<file path="src/sv/adc_avg_pkg.sv">
// Shared types, constants and functions for the ADC averaging LED bar meter.
// No dependencies; imported by the accumulator, display and top-level modules.
package adc_avg_pkg;

	localparam int unsigned FullScale  = 4060;
	localparam int unsigned PercentMax = 100;
	localparam int unsigned LedCount   = 8;
	localparam int unsigned PctBits    = 7;
	localparam int unsigned IdxBits    = 3;
	localparam int unsigned LvlBits    = 12;
	localparam int unsigned ExtBits    = 16;
	// 100/4060 reduces to 5/203
	localparam int unsigned RatioNum   = 5;
	localparam int unsigned RatioDen   = 203;
	localparam int unsigned DivBits    = 15;
	// ceil(2^22 / 203); exact floor for every numerator below 2^15
	localparam int unsigned RecipShift = 22;
	localparam int unsigned RecipMul   = 20662;
	localparam int unsigned ProdBits   = 30;

	typedef enum logic {
		OP_SAMPLE = 1'b0,
		OP_BUTTON = 1'b1
	} op_t;

	typedef struct packed {
		logic step;
		logic toggle;
	} step_ctrl_t;

	// ceil(lvl * 5 / 203) by reciprocal multiplication; lvl below full scale
	function automatic logic [PctBits-1:0] pct_of_level(input logic [LvlBits-1:0] lvl);
		logic [DivBits-1:0]  num;
		logic [ProdBits-1:0] prod;
		num  = DivBits'(lvl) * DivBits'(RatioNum) + DivBits'(RatioDen - 1);
		prod = ProdBits'(num) * ProdBits'(RecipMul);
		return prod[RecipShift+PctBits-1:RecipShift];
	endfunction

	// floor(pct / 12.5), capped at the last LED
	function automatic logic [IdxBits-1:0] led_index(input logic [PctBits-1:0] pct);
		logic [IdxBits-1:0] idx;
		logic [PctBits:0]   dbl;
		dbl = {pct, 1'b0};
		idx = '0;
		for (int k = 1; k < LedCount; k++) begin
			if (dbl >= (PctBits+1)'(25 * k))
				idx = IdxBits'(k);
		end
		return idx;
	endfunction

endpackage

</file>
<file path="src/sv/adc_avg_accum.sv">
// Sample accumulator, held level and display mode state.
// Depends on adc_avg_pkg for the step control struct.
module adc_avg_accum #(
	parameter int unsigned SAMPLE_BITS   = 12,
	parameter int unsigned AVERAGE_SHIFT = 4
) (
	input  logic                     clk,
	input  logic                     arst_n,
	input  adc_avg_pkg::step_ctrl_t  ctrl,
	input  logic [SAMPLE_BITS-1:0]   sample,
	output logic [SAMPLE_BITS-1:0]   level_next,
	output logic                     mode_next
);
	import adc_avg_pkg::*;

	localparam int unsigned SumBits = SAMPLE_BITS + AVERAGE_SHIFT;

	logic [SumBits-1:0]       sum_q;
	logic [AVERAGE_SHIFT-1:0] count_q;
	logic [SAMPLE_BITS-1:0]   level_q;
	logic                     mode_q;

	logic [SumBits-1:0] sum_add;
	logic               block_done;
	logic               take;

	assign take       = ctrl.step && !ctrl.toggle;
	assign sum_add    = sum_q + SumBits'(sample);
	assign block_done = (count_q == {AVERAGE_SHIFT{1'b1}});
	assign level_next = (take && block_done) ? sum_add[SumBits-1:AVERAGE_SHIFT] : level_q;
	assign mode_next  = (ctrl.step && ctrl.toggle) ? !mode_q : mode_q;

	always_ff @(posedge clk or negedge arst_n) begin
		if (!arst_n) begin
			sum_q   <= '0;
			count_q <= '0;
			level_q <= '0;
			mode_q  <= 1'b0;
		end else if (ctrl.step) begin
			level_q <= level_next;
			mode_q  <= mode_next;
			if (take) begin
				if (block_done) begin
					sum_q   <= '0;
					count_q <= '0;
				end else begin
					sum_q   <= sum_add;
					count_q <= count_q + 1'b1;
				end
			end
		end
	end

endmodule

</file>
<file path="src/sv/adc_avg_display.sv">
// Level to percent, LED index and LED pattern conversion.
// Depends on adc_avg_pkg for the percent and index functions.
module adc_avg_display #(
	parameter int unsigned SAMPLE_BITS = 12
) (
	input  logic [SAMPLE_BITS-1:0]                  level,
	input  logic                                    bar_mode,
	output logic [adc_avg_pkg::PctBits-1:0]         percent,
	output logic [adc_avg_pkg::LedCount-1:0]        led_pattern
);
	import adc_avg_pkg::*;

	logic [ExtBits-1:0] level_ext;
	logic [IdxBits-1:0] idx;

	assign level_ext = ExtBits'(level);
	assign percent   = (level_ext >= ExtBits'(FullScale)) ? PctBits'(PercentMax)
	                                                      : pct_of_level(level_ext[LvlBits-1:0]);
	assign idx       = led_index(percent);

	always_comb begin
		for (int i = 0; i < LedCount; i++) begin
			if (bar_mode)
				led_pattern[i] = (IdxBits'(i) <= idx);
			else
				led_pattern[i] = (IdxBits'(i) == idx);
		end
	end

endmodule

</file>
<file path="src/sv/adc_average_led_bargraph_unit.sv">
// Channel  Dir  Fields (tdata/tuser, low bit first)
// s_axis   in   tuser: operation; tdata: sample, zero padded to bytes
// m_axis   out  tdata: led_pattern, percent, level, bar_mode, zero padded to bytes
//
// Two register stages: input register, then result register.
// One transaction per cycle sustained; m_tready low stalls both stages when both are full.
// arst_n clears valid flags, sums, count, held level and mode (dot display).
// Top level of the ADC averaging LED bar meter; uses adc_avg_pkg, accum and display.
module adc_average_led_bargraph_unit #(
	parameter int unsigned SAMPLE_BITS   = 12,
	parameter int unsigned AVERAGE_SHIFT = 4
) (
	input  logic                                     clk,
	input  logic                                     arst_n,
	input  logic                                     s_tvalid,
	output logic                                     s_tready,
	input  logic [((SAMPLE_BITS+7)/8)*8-1:0]         s_tdata,  // sample
	input  logic                                     s_tuser,  // operation
	output logic                                     m_tvalid,
	input  logic                                     m_tready,
	output logic [((SAMPLE_BITS+16+7)/8)*8-1:0]      m_tdata   // led_pattern, percent, level, bar_mode
);
	import adc_avg_pkg::*;

	localparam int unsigned OutBits  = LedCount + PctBits + SAMPLE_BITS + 1;
	localparam int unsigned OutWidth = ((SAMPLE_BITS + 16 + 7) / 8) * 8;

	logic                   valid_s1;
	op_t                    op_s1;
	logic [SAMPLE_BITS-1:0] sample_s1;
	logic                   valid_s2;
	logic [OutBits-1:0]     result_s2;

	logic                   advance;
	step_ctrl_t             ctrl;
	logic [SAMPLE_BITS-1:0] level_next;
	logic                   mode_next;
	logic [PctBits-1:0]     percent;
	logic [LedCount-1:0]    led_pattern;

	assign advance     = !valid_s2 || m_tready;
	assign s_tready    = !valid_s1 || advance;
	assign ctrl.step   = valid_s1 && advance;
	assign ctrl.toggle = (op_s1 == OP_BUTTON);

	always_ff @(posedge clk or negedge arst_n) begin
		if (!arst_n) begin
			valid_s1 <= 1'b0;
		end else if (s_tready) begin
			valid_s1 <= s_tvalid;
		end
	end

	always_ff @(posedge clk) begin
		if (s_tready && s_tvalid) begin
			op_s1     <= op_t'(s_tuser);
			sample_s1 <= s_tdata[SAMPLE_BITS-1:0];
		end
	end

	adc_avg_accum #(
		.SAMPLE_BITS   (SAMPLE_BITS),
		.AVERAGE_SHIFT (AVERAGE_SHIFT)
	) u_accum (
		.clk        (clk),
		.arst_n     (arst_n),
		.ctrl       (ctrl),
		.sample     (sample_s1),
		.level_next (level_next),
		.mode_next  (mode_next)
	);

	adc_avg_display #(
		.SAMPLE_BITS (SAMPLE_BITS)
	) u_display (
		.level       (level_next),
		.bar_mode    (mode_next),
		.percent     (percent),
		.led_pattern (led_pattern)
	);

	always_ff @(posedge clk or negedge arst_n) begin
		if (!arst_n) begin
			valid_s2 <= 1'b0;
		end else if (advance) begin
			valid_s2 <= valid_s1;
		end
	end

	always_ff @(posedge clk) begin
		if (ctrl.step) begin
			result_s2 <= {mode_next, level_next, percent, led_pattern};
		end
	end

	assign m_tvalid = valid_s2;
	assign m_tdata  = OutWidth'(result_s2);

endmodule

</file>
<file path="config.mk">
export PLATFORM = sky130hd
export DESIGN_NAME = adc_average_led_bargraph_unit
export DESIGN_NICKNAME = d
export VERILOG_FILES = /design/src/sv/adc_avg_pkg.sv /design/src/sv/adc_avg_accum.sv /design/src/sv/adc_avg_display.sv /design/src/sv/adc_average_led_bargraph_unit.sv
export SDC_FILE = /design/constraint.sdc
export NUM_CORES = 1
export LEC_CHECK = 0
export BUFFER_PORTS_ARGS = -buffer_cell sky130_fd_sc_hd__buf_2
export CAP_MARGIN = 20
export CORE_UTILIZATION = 43
export DETAILED_ROUTE_END_ITERATION = 10
export SYNTH_ARGS = -nofsm -noshare
export SYNTH_HDL_FRONTEND = slang
export SYNTH_SLANG_ARGS = --single-unit
</file>
<file path="constraint.sdc">
create_clock -name clk -period 16.45 [get_ports clk]
set_input_delay 3.29 -clock clk [delete_from_list [all_inputs] [get_ports clk]]
set_output_delay 3.29 -clock clk [all_outputs]
set_load 0.005 [all_outputs]
</file>
; Word level (Yosys, flattened, before mapping)
; Cells that the tools add are included.
[totals]
wordCells = 71
in_bits = 21
out_inout_bits = 34
ff_bits = 76
[classes]
n_lt_le_gt_ge = 16
eq_ne = 8
reduce_logical = 13
n_mux = 20
add_sub_neg = 3
multipliers = 2
[op_table]
columns = op, count
row1 = "15-bit by 14-bit multiplier with 28-bit output, second input constant", 1
row2 = "8-bit by 7-bit greater-or-equal comparator with 1-bit output, second input constant", 3
row3 = 16-bit by 12-bit adder with 16-bit output, 1
row4 = "8-bit greater-or-equal comparator, second input constant", 2
row5 = 16-bit two-way mux, 1
row6 = "15-bit by 8-bit adder with 15-bit output, second input constant", 1
row7 = "12-bit by 3-bit multiplier with 15-bit output, second input constant", 1
row8 = "3-bit == test, first input constant", 4
row9 = "12-bit greater-or-equal comparator, second input constant", 1
row10 = "3-bit less-or-equal comparator, first input constant", 4
row11 = 12-bit two-way mux, 1
row12 = 3-bit two-way mux, 4
row13 = 1-bit two-way mux, 10
row14 = "8-bit by 5-bit greater-or-equal comparator with 1-bit output, second input constant", 1
row15 = "8-bit by 6-bit greater-or-equal comparator with 1-bit output, second input constant", 1
row16 = 7-bit two-way mux, 1
row17 = "2-bit by 3-bit == test with 1-bit output, first input constant", 2
row18 = "1-bit by 3-bit less-or-equal comparator with 1-bit output, first input constant", 2
row19 = "2-bit by 3-bit less-or-equal comparator with 1-bit output, first input constant", 2
row20 = 1-bit logical AND, 5
row21 = "4-bit by 1-bit adder with 4-bit output, second input constant", 1
row22 = "4-bit == test, second input constant", 1
row23 = 1-bit zero test, 4
row24 = 2-bit two-way mux, 2
row25 = other kinds (5), 6

; Depth between registers and ports, before layout
[logic_depth]
ltp_word = 20
depth_mapped = 41

; Hierarchy
; From an unflattened synthesis, not the netlist that was laid out.
[hier_totals]
cells_unflattened = 765
hier_area_um2 = 8054.0
[modules_own_cells]
columns = module, n_inst, area_each_um2, seq_area_each_um2, cells_per_inst
row1 = adc_avg_display, 1, 4662.0, 0.0, 502
row2 = adc_avg_accum, 1, 2023.2, 825.8, 209
row3 = adc_average_led_bargraph_unit, 1, 1368.8, 1281.2, 54

; Least setup slack after synthesis
; No wires, ideal clock.
[synth_path]
path_type = in2reg
from = input port m_tready
to = register result_s2[4] (data pin)
t_arrival_ns = 12.588
setup_ns = 0.272
path_slack_ns = 3.589
stages = 38
path_cell_list = nor2b_1 -> nor4b_2 -> buf_2 -> buf_2 -> mux2i_1 -> inv_1 -> ha_1 -> ha_1 -> a31oi_1 -> o21bai_1 -> a21oi_1 -> o21bai_1 -> a21oi_1 -> o21bai_1 -> a21o_1 -> xnor2_1 -> inv_1 -> ha_1 -> [... 2 more ...] -> inv_1 -> ha_1 -> fa_1 -> inv_1 -> fa_1 -> inv_1 -> fa_1 -> ha_1 -> and4_1 -> o2111ai_1 -> o32ai_2 -> nor3_1 -> or4b_1 -> buf_2 -> and2_4 -> a2111o_1 -> a211oi_2 -> a2111oi_2
[synth_via]
elab_chain_cells = 19
word_cells_on_any_way = 29
cone_classes = 1 x add/sub / 2 x mul / 9 x order compare / 1 x eq/ne / 11 x mux / 5 x reduce/logical
[synth_rtl]
columns = item, line_no
row1 = start: declaration, adc_average_led_bargraph_unit.sv:20  ; input logic m_tready,
row2 = 1-bit logical OR *, adc_average_led_bargraph_unit.sv:41  ; assign advance = !valid_s2 || m_tready;
row3 = 1-bit logical AND *, adc_average_led_bargraph_unit.sv:43  ; assign ctrl.step = valid_s1 && advance;
row4 = 1-bit logical AND *, adc_avg_accum.sv:27  ; assign take = ctrl.step && !ctrl.toggle;
row5 = 1-bit logical AND *, adc_avg_accum.sv:30  ; assign level_next = (take && block_done) ? sum_add[SumBits-1:AVERAGE_SHIFT] : level_q;
row6 = 12-bit two-way mux *, adc_avg_accum.sv:30
row7 = net level_next[1], adc_average_led_bargraph_unit.sv:36  ; logic [SAMPLE_BITS-1:0] level_next;
row8 = 12-bit by 3-bit multiplier with 15-bit output, adc_avg_pkg.sv:35  ; num = DivBits'(lvl) * DivBits'(RatioNum) + DivBits'(RatioDen - 1);
row9 = 15-bit by 8-bit adder with 15-bit output, adc_avg_pkg.sv:35
row10 = [... 2 more ...], -
row11 = 8-bit by 5-bit greater-or-equal comparator with 1-bit output, adc_avg_pkg.sv:47  ; if (dbl >= (PctBits+1)'(25 * k))
row12 = 1-bit two-way mux, adc_avg_pkg.sv:47
row13 = 2-bit two-way mux (2 in series), adc_avg_pkg.sv:47
row14 = 3-bit two-way mux (3 in series), adc_avg_pkg.sv:47
row15 = 3-bit two-way mux *, adc_avg_pkg.sv:47
row16 = 3-bit less-or-equal comparator / 3-bit == test (equally long branches), "adc_avg_display.sv:24, adc_avg_display.sv:26"
row17 = 1-bit two-way mux *, adc_avg_display.sv:23  ; if (bar_mode)
row18 = net led_pattern[4], adc_average_led_bargraph_unit.sv:39  ; logic [LedCount-1:0] led_pattern;
row19 = end signal: assignment, adc_average_led_bargraph_unit.sv:92  ; result_s2 <= {mode_next, level_next, percent, led_pattern};
row20 = end: declaration, adc_average_led_bargraph_unit.sv:32  ; logic [OutBits-1:0] result_s2;
; The timed path passes the listed nets; every way through them passes the cells marked *.
; A chain may end at the register's enable or synchronous reset.

; Final worst setup path
; Same ends and word-level chain as after synthesis.

==> impl_metrics.csv <==
group,metric,value,unit
critical_path,cp_num_cells,36,
placed_design,numPortBuffers,46,
synth,synth.ff_latch_count,76,
cells_and_area,design.final.nets,1116,
clock_network,clock_path_buffers,2,
critical_path,worst_path_slowest_cell,"nor4b_4",
synth,synth_cell_types,75,
critical_path,cell_family_contributing_the_most_delay_on_the_critical_path,"adder cells",
synth,post_synth_instance_area,0.00835,mm2
sta,maxSlewViolCount,0,
critical_path,reg2reg_depth,40,
synth,yosys.area.top_type,"ha_1",
sta,skew,0.0115,ns
synth,post_synth_top_area_share,25.6,%
clock_network,cts_htree_levels,3,
clock_network,tritoncts,"yes",
detailed_routing,detail_route.drc_violations,0,
cells_and_area,nFillCells,1809,
hold_path,number_of_instances_on_the_worst_hold_path,2,
synth,synth_async_sr_flop_share,46.1,%
critical_path,criticalPathCategory,"input pin to flip-flop",
outcome,outcome,"complete, no violations",
floorplanning,boundaryPins,55,
floorplanning,dieArea,0.0200,mm2
critical_path,critPathMaxFanout,15,
synth,synth_top_cells_by_count,"ha_1 (171), inv_1 (124), a21oi_1 (49)",
sta,summed_negative_setup_slack_over_all_endpoints,0,ns
sta,pin_slew_with_the_least_headroom_to_its_limit,1.04,ns
clock_network,cts_post_setup_buffers_inserted,0,
placed_design,hpwlAfterDp,13.3,mm
hold_path,min-delay-path-class,"flip-flop to flip-flop",
global_routing,grt_start_max_net_pins,36,
critical_path,critical_path.endpoint_type,"flip-flop",
clock_network,hold_buffers,0,
global_routing,global_route.usage.total,16.9,%
placed_design,dp_worst_setup_slack,2.41,ns
sta,rsz0062_at_grt,"no",
sta,setup_viol,0,
detailed_routing,postRouteWirelength,16.3,mm
clock_network,clock_tree.root_cell,"clkbuf_16",
detailed_routing,drt-wirelength-per-cell,14.3,um
synth,synth_cells,830,
clock_network,insertion_delay,0.34,ns
detailed_routing,drtAntennaViolNets,0,
critical_path,setup.worst_path.start_class,"input pin",
sta,layout_worst_path_cycle_share,83.8,%
global_routing,antenna_found_initial,0,
synth,mean_instance_size_in_the_synthesized_netlist,10.1,um2
sta,timing.max_slew.rel_slack,30.6,%
clock_network,cts.sinks,76,
placed_design,gpl.final_weighted_congestion,0.811,
sta,period_minus_slack,13.79,ns
global_routing,first_pass_grt_wire_length,26.7,mm
synth,seq_area_frac_synth,25.2,%
detailed_routing,dr.first_iter.drc_count,226,
cells_and_area,area_growth,9.51,%
critical_path,crit_arrival,13.94,ns
floorplanning,initial_core_util,44.2,%
sta,max_freq,72.5,MHz
cells_and_area,post_route_cells_drive_above_1_share,10.1,%
synth,yosys.cell_count.top_type,"ha_1",
global_routing,grt_pass1_vias,5466,
floorplanning,design.core.area,0.0189,mm2
critical_path,worst_path_buffer_plus_inverter_count,6,
floorplanning,dieHeight,141,um
critical_path,worst_path_largest_cell_delay,0.82,ns
floorplanning,die_x,141,um
critical_path,timing.critical_path.required,16.59,ns
floorplanning,placement_rows,50,
global_routing,global_route.overflow_total,0,
cells_and_area,insertedDiodeCount,0,
detailed_routing,vias_per_cell,5.22,
clock_network,clkTransAtPathRegs,0.06,ns
synth,synthTopCellsByArea,"ha_1 (26%), edfxtp_1 (15%), fa_1 (12%)",
synth,synth-warning-count,0,
sta,final_hold_viol_count,0,
detailed_routing,drt_pass1_iterations,4,
flow_run,drv_cap,0,
detailed_routing,num_vias,5961,
clock_network,postCtsResizedCells,0,
synth,postSynth.topFlopCell,"edfxtp_1",
sta,pnr_worst_setup_slack,2.66,ns
clock_network,tritoncts.num_buffers,9,
synth,synth_enable_flop_cells,41,
-- sequential cells by signal, indices dropped and copies added (netlist names) --
register         cells
valid_s1             1
u_accum.mode_q       1
sample_s1           12
u_accum.count_q      4
op_s1                1
m_tvalid             1
u_accum.sum_q       16
u_accum.level_q     12
result_s2           28
-- tightest hold or removal path: cells and delay by family, from the launching register on --
family             cells  cell delay, ns
AOI/OAI and AO/OA      1            0.06
and+or+nand+nor        1            0.05
DFF                    1            0.35
-- cell type report --
type / count / area [um2] / area share [%]
repair buffers: 50 / 260 / 2.85
clock buffers: 9 / 225 / 2.46
clock inverters: 7 / 57.6 / 0.630
inverters: 124 / 465 / 5.09
flip-flops and latches: 76 / 2110 / 23.1
well taps: 260 / 325 / 3.56
multi-input cells: 615 / 5700 / 62.3
-- per-stage QoR --
stage / area, um2 / instances / hold WS [ns] / utilization, %
2_1_floorplan: 8360 / 833 / 0.454 / -
3_3_place_gp: 8860 / 1125 / 0.471 / 46.9
3_5_place_dp: 8860 / 1125 / 0.478 / 46.9
4_1_cts: 9140 / 1141 / 0.493 / 48.4
5_1_grt: 9140 / 1141 / 0.524 / 48.4
6_report: 9140 / 1141 / 0.496 / 48.4
-- placed cells by master, fill, tap and decap left out, types with 16 or more instances in the layout --
cell and instances:
nand3_1 16, buf_2 46, a21oi_1 49, fa_1 48
dfrtp_1 35, inv_1 124, nor2_1 30, ha_1 171
edfxtp_1 41, nand2_1 48, xnor2_1 29, o21ai_0 29
-- logic make-up after synthesis --
| logic type | synth area share [%] |
|---|---|
| xor gates and xnor gates | 4.57 |
| and+or+nand+nor | 9.25 |
| AOI/OAI and AO/OA | 15.6 |
| adders and majority gates | 37.2 |
| buffers and inverters | 6.72 |
| other | 0.0449 |
| DFF | 25.2 |
| muxes | 1.41 |
-- layer usage --
layer	vias up	wire (um)	global-route usage (%)
li1	3038	-	-
met4	0	147	4.06
met2	75	7410	26.8
met1	2838	8350	24.6
met3	10	386	1.86
met5	-	0	0
-- worst paths after layout --
| kind | from | end | slack, ns |
|---|---|---|---|
| setup / recovery | m_tready | result_s2[4]$_DFFE_PN_ | 2.66 |
| hold reg to reg | u_accum.sum_q[3]$_DFFE_PN0P_ | u_accum.sum_q[3]$_DFFE_PN0P_ | 0.50 |
| hold / removal | u_accum.sum_q[3]$_DFFE_PN0P_ | u_accum.sum_q[3]$_DFFE_PN0P_ | 0.50 |
| max in group asynchronous | arst_n | u_accum.level_q[11]$_DFFE_PN0N_ | 12.88 |
| setup reg to reg | u_accum.sum_q[0]$_DFFE_PN0P_ | result_s2[4]$_DFFE_PN_ | 4.84 |
| min in group asynchronous | arst_n | u_accum.sum_q[0]$_DFFE_PN0P_ | 3.05 |
Power is left out: the tool's default activity adds up to more than one toggle a clock period on the data nets, which glitch-free logic cannot reach.
